<file path="src/design/bsa_pkg.sv">
// bsa_pkg: shared sizes, request and status codes, and the token that walks the cell chain
// of the bitmap slot allocator.
// No dependencies; every other design file imports this package.
package bsa_pkg;

	localparam int NUM_WORDS = 16;
	localparam int WORD_BITS = 64;
	localparam int IDX_W     = 10;
	localparam int KIND_W    = 2;
	localparam int STATUS_W  = 2;
	localparam int OFF_W     = $clog2(WORD_BITS);
	localparam int WSEL_W    = IDX_W - OFF_W;
	localparam int CNT_W     = $clog2(NUM_WORDS + 1);
	localparam int CMP_W     = ((WSEL_W > CNT_W) ? WSEL_W : CNT_W) + 1;

	localparam logic [KIND_W-1:0] KIND_GET   = 2'd0;
	localparam logic [KIND_W-1:0] KIND_SET   = 2'd1;
	localparam logic [KIND_W-1:0] KIND_ALLOC = 2'd2;

	localparam logic [STATUS_W-1:0] ST_OK    = 2'd0;
	localparam logic [STATUS_W-1:0] ST_RANGE = 2'd1;
	localparam logic [STATUS_W-1:0] ST_FULL  = 2'd2;

	typedef struct packed {
		logic                read_bit;
		logic [IDX_W-1:0]    granted_index;
		logic [STATUS_W-1:0] status;
	} rsp_t;

	// one request in flight along the chain, with the words-in-use count riding along
	typedef struct packed {
		logic              valid;
		logic              done;
		logic [KIND_W-1:0] kind;
		logic [IDX_W-1:0]  idx;
		logic              val;
		logic [CNT_W-1:0]  wiu;
		rsp_t              rsp;
	} tok_t;

endpackage

</file>
<file path="src/design/bsa_cell.sv">
// bsa_cell: one word of the bitmap plus one token register; serves get, set and allocate
// for its own word and hands the token on to the next cell every cycle.
// Depends on bsa_pkg.
module bsa_cell
	import bsa_pkg::*;
(
	input  logic             clk,
	input  logic             arst_n,
	input  logic [CNT_W-1:0] cell_idx,
	input  tok_t             tok_i,
	output tok_t             tok_o
);

	logic [WORD_BITS-1:0] word_q;
	logic [WORD_BITS-1:0] word_d;
	tok_t                 tok_q;
	tok_t                 tok_d;
	logic [WORD_BITS-1:0] free;
	logic [OFF_W-1:0]     pos;
	logic [WSEL_W-1:0]    word_sel;
	logic [OFF_W-1:0]     off;
	logic                 live;
	logic                 hit;
	logic                 can_alloc;
	logic [CNT_W-1:0]     wiu_grow;

	assign word_sel = tok_i.idx[IDX_W-1:OFF_W];
	assign off      = tok_i.idx[OFF_W-1:0];
	assign free     = ~word_q;
	assign live     = tok_i.valid && !tok_i.done;
	assign hit      = live && (CMP_W'(word_sel) == CMP_W'(cell_idx));
	// words past the count are still zero, so the first unused cell grants bit 0
	assign can_alloc = live && (cell_idx <= tok_i.wiu) && (|free);
	assign wiu_grow  = (cell_idx >= tok_i.wiu) ? cell_idx + CNT_W'(1) : tok_i.wiu;

	// lowest clear bit
	always_comb begin
		pos = '0;
		for (int i = WORD_BITS - 1; i >= 0; i--) begin
			if (free[i]) begin
				pos = OFF_W'(i);
			end
		end
	end

	always_comb begin
		tok_d  = tok_i;
		word_d = word_q;
		case (tok_i.kind)
			KIND_GET: begin
				if (hit) begin
					tok_d.done         = 1'b1;
					tok_d.rsp.read_bit = word_q[off];
					tok_d.rsp.status   = ST_OK;
				end
			end
			KIND_SET: begin
				if (hit) begin
					word_d[off]      = tok_i.val;
					tok_d.done       = 1'b1;
					tok_d.wiu        = wiu_grow;
					tok_d.rsp.status = ST_OK;
				end
			end
			KIND_ALLOC: begin
				if (can_alloc) begin
					word_d[pos]             = 1'b1;
					tok_d.done              = 1'b1;
					tok_d.wiu               = wiu_grow;
					tok_d.rsp.granted_index = IDX_W'({cell_idx, pos});
					tok_d.rsp.status        = ST_OK;
				end
			end
			default: begin
			end
		endcase
	end

	always_ff @(posedge clk or negedge arst_n) begin
		if (!arst_n) begin
			word_q <= '0;
			tok_q  <= '0;
		end else begin
			word_q <= word_d;
			tok_q  <= tok_d;
		end
	end

	assign tok_o = tok_q;

endmodule
</file>
<file path="config.mk">
export PLATFORM = sky130hd
export DESIGN_NAME = bsa_cell
export DESIGN_NICKNAME = d
export VERILOG_FILES = /design/src/design/bsa_pkg.sv /design/src/design/bsa_cell.sv
export SDC_FILE = /design/constraint.sdc
export NUM_CORES = 1
export LEC_CHECK = 0
export BUFFER_PORTS_ARGS = -buffer_cell sky130_fd_sc_hd__buf_2
export CAP_MARGIN = 20
export CORE_MARGIN = 4
export CORE_UTILIZATION = 60
export CTS_CLUSTER_SIZE = 8
export DETAILED_ROUTE_END_ITERATION = 6
export MAX_ROUTING_LAYER = met4
export PLACE_DENSITY_LB_ADDON = 0.08
export SYNTH_ARGS = -nofsm -noshare
export SYNTH_HDL_FRONTEND = slang
export SYNTH_SLANG_ARGS = --single-unit
</file>
<file path="constraint.sdc">
create_clock -name clk -period 2.8 [get_ports clk]
set_input_delay 0.56 -clock clk [delete_from_list [all_inputs] [get_ports clk]]
set_output_delay 0.56 -clock clk [all_outputs]
set_load 0.05 [all_outputs]
</file>
==> results.toml, run 1 <==
[outcome]
status = "completed"

[drt]
routedWlPerCell_um = 24.88
drt_pre_antenna_iters = 7
vias = 8515
drtIter0Drc = 1519
drtAntennaViolNets = 0
viasPerCell = 7.272
drc = 0
finalWirelength_um = 29140

[timing]
relSlewSlack_pct = 43.71
min_period_ps = 2727
layout_worst_path_cycle_share_pct = 97.38
setup_violations = 0
fmax_ghz = 0.3667
rsz0062_at_grt = "yes"
drv_slew = 0
setup_slack_ps = 73.30
worst_pin_slew_ps = 836.6
finalClockSkew_ps = 9.283
finalHoldViolations = 0

[pwr]
p_sw_w = 0.001605
leakagePower_nw = 3.866
p_per_area_nw_per_um2 = 494.8
switching_share_pct = 36.47
vdd_ir_drop_max_mv = 0.4489
p_clk_share_pct = 29.7
seqPwrFrac_pct = 41.7
internal_power_w = 0.002796
combPwrFrac_pct = 28.6

[synthesis]
yosys.area.top_type = "dfrtp_1"
synth_nets = 904
seq_area_frac_synth_pct = 34.76
synth_flop_cell = "dfrtp_1"
syn_inst = 854
synth_area_um2 = 6983
avgSynthCellArea_um2 = 8.177
synth_top_area_share_pct = 34.76
yosys-top-cells-area = "dfrtp_1 35%, a21oi_1 7.1%, nand2_1 4.8%"
ys_types = 80
yosysWarnings = 0
synth_most_common_cell = "a21oi_1"
async_flop_share_pct = 100.0
synth_edf_count = 0
yosys_register_bits = 97
synth_common_cells = "99 x a21oi_1, 97 x dfrtp_1, 90 x nand2_1"

[cells_and_area]
multi_input_area_um2 = 4290
drive_gt1_share_pct = 27.92
final_nets = 1074
final-instance-count-excl-fill = 1171
syn2layout_area_growth_pct = 27.36
n_fill_cell = 791
regArea_um2 = 2440
n_antenna_cell = 0

[floorplanning]
pin_count = 73
num_rows = 39
initial_core_util_pct = 61.15
die_w_um = 115.9
die-area_um2 = 13430
die_h_um = 115.9
coreArea_um2 = 11420

[job]
maxCapViolCount = 0

[clock_tree]
cts_tree = "yes"
clock_sinks = 97
clk_pin_slew_worst_paths_ps = 70
cts_buffer_depth = 2
clockRootBuffer = "clkbuf_16"
cts_htree_levels = 3
clk_latency_ps = 360
cts_made_buffers = 9

[critical_path]
arrival_ps = 3030
worstPathRequired_ps = 3100
setup.worst_path.end_class = "flip-flop"
critPathKind = "flip-flop to flip-flop"
worstRegToRegCells = 9
worstPathMaxFanout = 7
start_kind = "flip-flop"

[placed_design]
dp_hpwl_um = 21000
port_buffers = 72
dp_slack_ps = 35.49
dp_cells = 1155
gp_congestion = 1.090

[global_route]
grt_max_degree = 98
grt_overflow = 0
grt_pass1_vias = 7939
track_usage_pct = 44.71
grt_pass1_wl_um = 44270
antenna_found_initial = 0

[worst_hold_path]
hold_class = "primary input to asynchronous set/reset pin"
cell usage in the layout (no fill, tap or decap), types with 5 or more instances in the layout:
master	netlist	routed
and3_1	9	9
xor2_1	6	6
and4_1	7	7
nor2_1	63	63
clkbuf_16	0	9
a31oi_1	26	25
o21ai_1	7	7
a22o_1	5	5
o22a_1	12	12
nor4_1	15	11
a22oi_1	8	8
buf_12	0	8
nor2b_1	8	8
nand3_1	27	27
o22ai_1	7	7
nand2_1	90	90
mux2_2	5	5
a211oi_1	10	9
dfrtp_1	97	87
nand3b_1	6	6
o211ai_1	8	8
nor4_2	3	7
a221oi_1	5	5
ha_1	10	9
nand2b_1	12	12
nand4_1	21	21
and2_1	6	6
dfrtp_2	0	10
o31ai_1	24	24
buf_2	11	71
buf_4	0	139
mux2i_1	29	29
o21ai_0	36	36
inv_1	32	32
a21oi_1	99	99
nor3_1	22	21
flip-flops by register name, summed over array words and instances (netlist names):
register and cells:
word_q 64, tok_o 33
critical path: stages (launching register included):
cell      delay, ps
dfrtp_2         440
nand4_1         110
a31o_1          200
a211o_1         300
a211oi_4        370
buf_4           190
o211ai_1        140
o311a_4         440
nor4_1          300
o22a_1          180
what timing repair did:
item,in CTS,in global routing
buffers inserted,0,1
gates resized for setup,0,24
setup endpoints to repair,0,36
hold buffers,0,0
logic make-up (layout without fill, tap and decap cells):
family	Yosys count	after routing	share of synthesized area (%)
DFF	97	97	34.76
adders and majority gates	10	10	1.792
xor gates and xnor gates	7	7	0.8780
and+or+nand+nor	308	308	22.61
buffers and inverters	92	266	5.143
muxes	36	36	5.608
AOI/OAI and AO/OA	304	304	29.21
final timing paths:
| kind | startpoint | end | slack, ps |
|---|---|---|---|
| setup / recovery | word_q[58] | word_q[8] | 70 |
| hold / removal | arst_n | tok_o[13] | 260 |
| setup reg to reg | word_q[58] | word_q[8] | 70 |
| hold reg to reg | word_q[37] | word_q[37] | 560 |
| max in group asynchronous | arst_n | word_q[55] | 2090 |
| min in group clk | tok_i[32] | tok_o[32] | 320 |
final cells by class:
class | count | share of cell area [%]
Timing Repair Buffer | 218 | 17.53
Clock inverter | 5 | 0.7034
Tap cell | 143 | 2.012
Clock buffer | 10 | 2.687
Sequential cell | 97 | 27.43
Multi-Input combinational cell | 665 | 48.24
Inverter | 33 | 1.393
metrics by stage:
stage | instance area [µm²] | TNS (ps) | utilization, % | total power, W | hold slack [ps]
after floorplan | 6983 | 0 | - | 0.002416 | 264.4
after global placement | 8491 | 0 | 74.36 | 0.002991 | 535.1
after detailed placement | 8491 | 0 | 74.36 | 0.003029 | 543.0
after CTS | 8792 | 0 | 77.00 | 0.004312 | 280.7
after global routing | 8894 | -18.28 | 77.89 | 0.004535 | 296.7
final | 8894 | 0 | 77.89 | 0.004401 | 256.3
metal layers:
metal  global-route usage (%)  share of wire (%)
met4                    23.20                6.8
met2                    66.51                 44
met3                    10.29                 14
met5                        -                  0
met1                    56.98                 35
power groups by stage:
stage / Sequential, W / Clock, W / Combinational [W]
after floorplan: 0.00185 / 0 / 0.000569
after global placement: 0.00182 / 0 / 0.00117
after detailed placement: 0.00183 / 0 / 0.00120
after CTS: 0.00181 / 0.00130 / 0.00121
after global routing: 0.00185 / 0.00135 / 0.00134
final: 0.00184 / 0.00130 / 0.00126
Note: power is estimated with default switching activity, not from simulation.
==> run 2, diff against run 1 <==
--- a/config.mk
+++ b/config.mk
@@ -8,7 +8,7 @@
 export BUFFER_PORTS_ARGS = -buffer_cell sky130_fd_sc_hd__buf_2
 export CAP_MARGIN = 20
 export CORE_MARGIN = 4
-export CORE_UTILIZATION = 60
+export CORE_UTILIZATION = 35
 export CTS_CLUSTER_SIZE = 8
 export DETAILED_ROUTE_END_ITERATION = 6
 export MAX_ROUTING_LAYER = met4
==> constraint.sdc (replaced) <==
create_clock -name clk -period 2.8 [get_ports clk]
set_input_delay 0.28 -clock clk [delete_from_list [all_inputs] [get_ports clk]]
set_output_delay 0.28 -clock clk [all_outputs]
set_load 0.05 [all_outputs]
==> run 2 against run 1 <==
Against the previous run: fmax shrank 0.88%; final cell count grew 12%; clock power fell by 4%; register-to-register slack lost 20 ps; die area increased by 66%; flip-flop and latch count unchanged; final area up 3.3%; core utilization down 31 points; critical path depth is 1 lower; critical endpoint is now word_q[49]; largest cell class unchanged; highest routed layer unchanged.
==> results.toml, run 2 (synthesized netlist as in run 1, its figures left out) <==
[global_route]
track_usage_pct = 29.63
grt_pass1_vias = 7794
grt_max_degree = 79
grt_overflow = 0
antenna_found_initial = 0
grt_pass1_wl_um = 48620

[worst_hold_path]
hold_class = "primary input to flip-flop"
hold_end = "tok_o[32]"
min_from = "tok_i[32]"
holdPathStages = 1

[drt]
drc = 0
drt_pre_antenna_iters = 5
routedWlPerCell_um = 24.60
viasPerCell = 6.107
vias = 8043
finalWirelength_um = 32400
drtAntennaViolNets = 0
drtIter0Drc = 955

[placed_design]
gp_congestion = 0.9952
dp_slack_ps = -132.1
postPlaceCellArea_um2 = 8738
dp_hpwl_um = 24280
dp_cells = 1293
port_buffers = 72

[floorplanning]
die-area_um2 = 22280
coreArea_um2 = 19530
die_w_um = 149.3
initial_core_util_pct = 35.76
die_h_um = 149.3
num_rows = 51
pin_count = 73

[job]
maxCapViolCount = 0

[timing]
drv_slew = 0
fmax_ghz = 0.3635
tns_ps = 0
finalHoldViolations = 0
finalClockSkew_ps = 18.13
worst_pin_slew_ps = 905.5
layout_worst_path_cycle_share_pct = 98.25
hold_ws_ps = 33.27
setup_violations = 0
rsz0062_at_grt = "yes"
setup_slack_ps = 49.12
min_period_ps = 2751
relSlewSlack_pct = 39.07

[critical_path]
setup.worst_path.end_class = "flip-flop"
worstPathMaxFanout = 6
worstPathRequired_ps = 3060
worstRegToRegCells = 8
worst_r2r_endpoint = "word_q[49]"
critPathKind = "flip-flop to flip-flop"
arrival_ps = 3010
start_kind = "flip-flop"
r2r_start = "word_q[27]"
regToRegSetupSlack_ps = 50

[cells_and_area]
top_register = "word_q"
final_cell_mix = "162 x buf_4, 98 x a21oi_1, 90 x nand2_1, 88 x dfrtp_1, 71 x buf_2"
largest_register_ffs = 64
layout_commonest_cell = "buf_4"
final_nets = 1097
drive_gt1_share_pct = 29.37
n_antenna_cell = 0
final-instance-count-excl-fill = 1317
syn2layout_area_growth_pct = 31.52
finalInstanceArea_um2 = 9184

[clock_tree]
cts_made_buffers = 9
clk_latency_ps = 370
cts_htree_levels = 3
clockRootBuffer = "clkbuf_16"
cts_tree = "yes"
cts_buffer_depth = 2
clock_sinks = 97
clk_pin_slew_worst_paths_ps = 80

[pwr]
vdd_ir_drop_max_mv = 0.2772
leakagePower_nw = 3.964
p_per_area_nw_per_um2 = 473.4

[outcome]
status = "completed"
run 2: changes by cell type in the layout (fill, tap and decap cells not counted), sizes merged:
cell         before  now
dlygate4sd3       0    1
bufinv            1    0
buf             218  239
inv              34   36
o21ai            44   45
clkbuf           10   11
clkinvlp          2    1
run 2: worst max-delay path: stages, from the launching register on:
cell	delay [ps]
dfrtp_1	510
nand2_1	150
o211ai_1	240
a311oi_1	130
o2111ai_1	440
o211a_2	380
o2111a_2	290
nand2_1	150
o41ai_2	340
run 2: routing by layer:
metal	vias up	global-route usage (%)	wire length, µm	share of wire (%)
met4	0	10.02	1085	3.3
met2	401	46.73	14940	46
met1	3970	39.50	13840	43
li1	3595	-	-	-
met5	-	-	0	0
met3	77	3.920	2537	7.8
run 2: power breakdown:
part	switching (W)	leakage [nW]	internal [W]
Clock	0.000624	0.135	0.000625
Combinational	0.000787	2.64	0.000515
Sequential	0.000230	1.19	0.00157
Total	0.00164	3.96	0.00271
run 2: worst max-delay path by stage:
| stage | cells after the start | to | slack [ps] | from |
|---|---|---|---|---|
| 3_3_place_gp | 8 | word_q[56] | -90 | word_q[9] |
| 6_report | 8 | word_q[49] | 50 | word_q[27] |
| 5_1_grt | 9 | word_q[49] | -20 | word_q[23] |
| 2_1_floorplan | 9 | word_q[49] | 440 | word_q[63] |
| 4_1_cts | 9 | word_q[14] | 8 | word_q[43] |
| 3_5_place_dp | 9 | word_q[43] | -130 | word_q[59] |
run 2: through the flow:
step                      util (%)  total power, W
after global placement       44.75        0.003055
after CTS                    46.42        0.004307
after floorplan                  -        0.002416
after detailed placement     44.75        0.003059
after global routing         47.03        0.004530
final                        47.03        0.004348
run 2: cell type report:
class | count | area (µm²)
Tap cell | 265 | 331.6
Clock inverter | 5 | 47.55
Sequential cell | 97 | 2439
Fill cell | 1960 | 10340
Clock buffer | 11 | 232.7
Multi-Input combinational cell | 666 | 4308
Timing Repair Buffer | 240 | 1702
Inverter | 33 | 123.9
run 2: what timing repair did:
item,4_1_cts,5_1_grt
buffers inserted,0,6
resized for setup,8,17
hold buffers,1,0
pin swaps,1,7
hold endpoints to repair,46,0
endpoints found under the setup margin,11,41
gates cloned,0,1
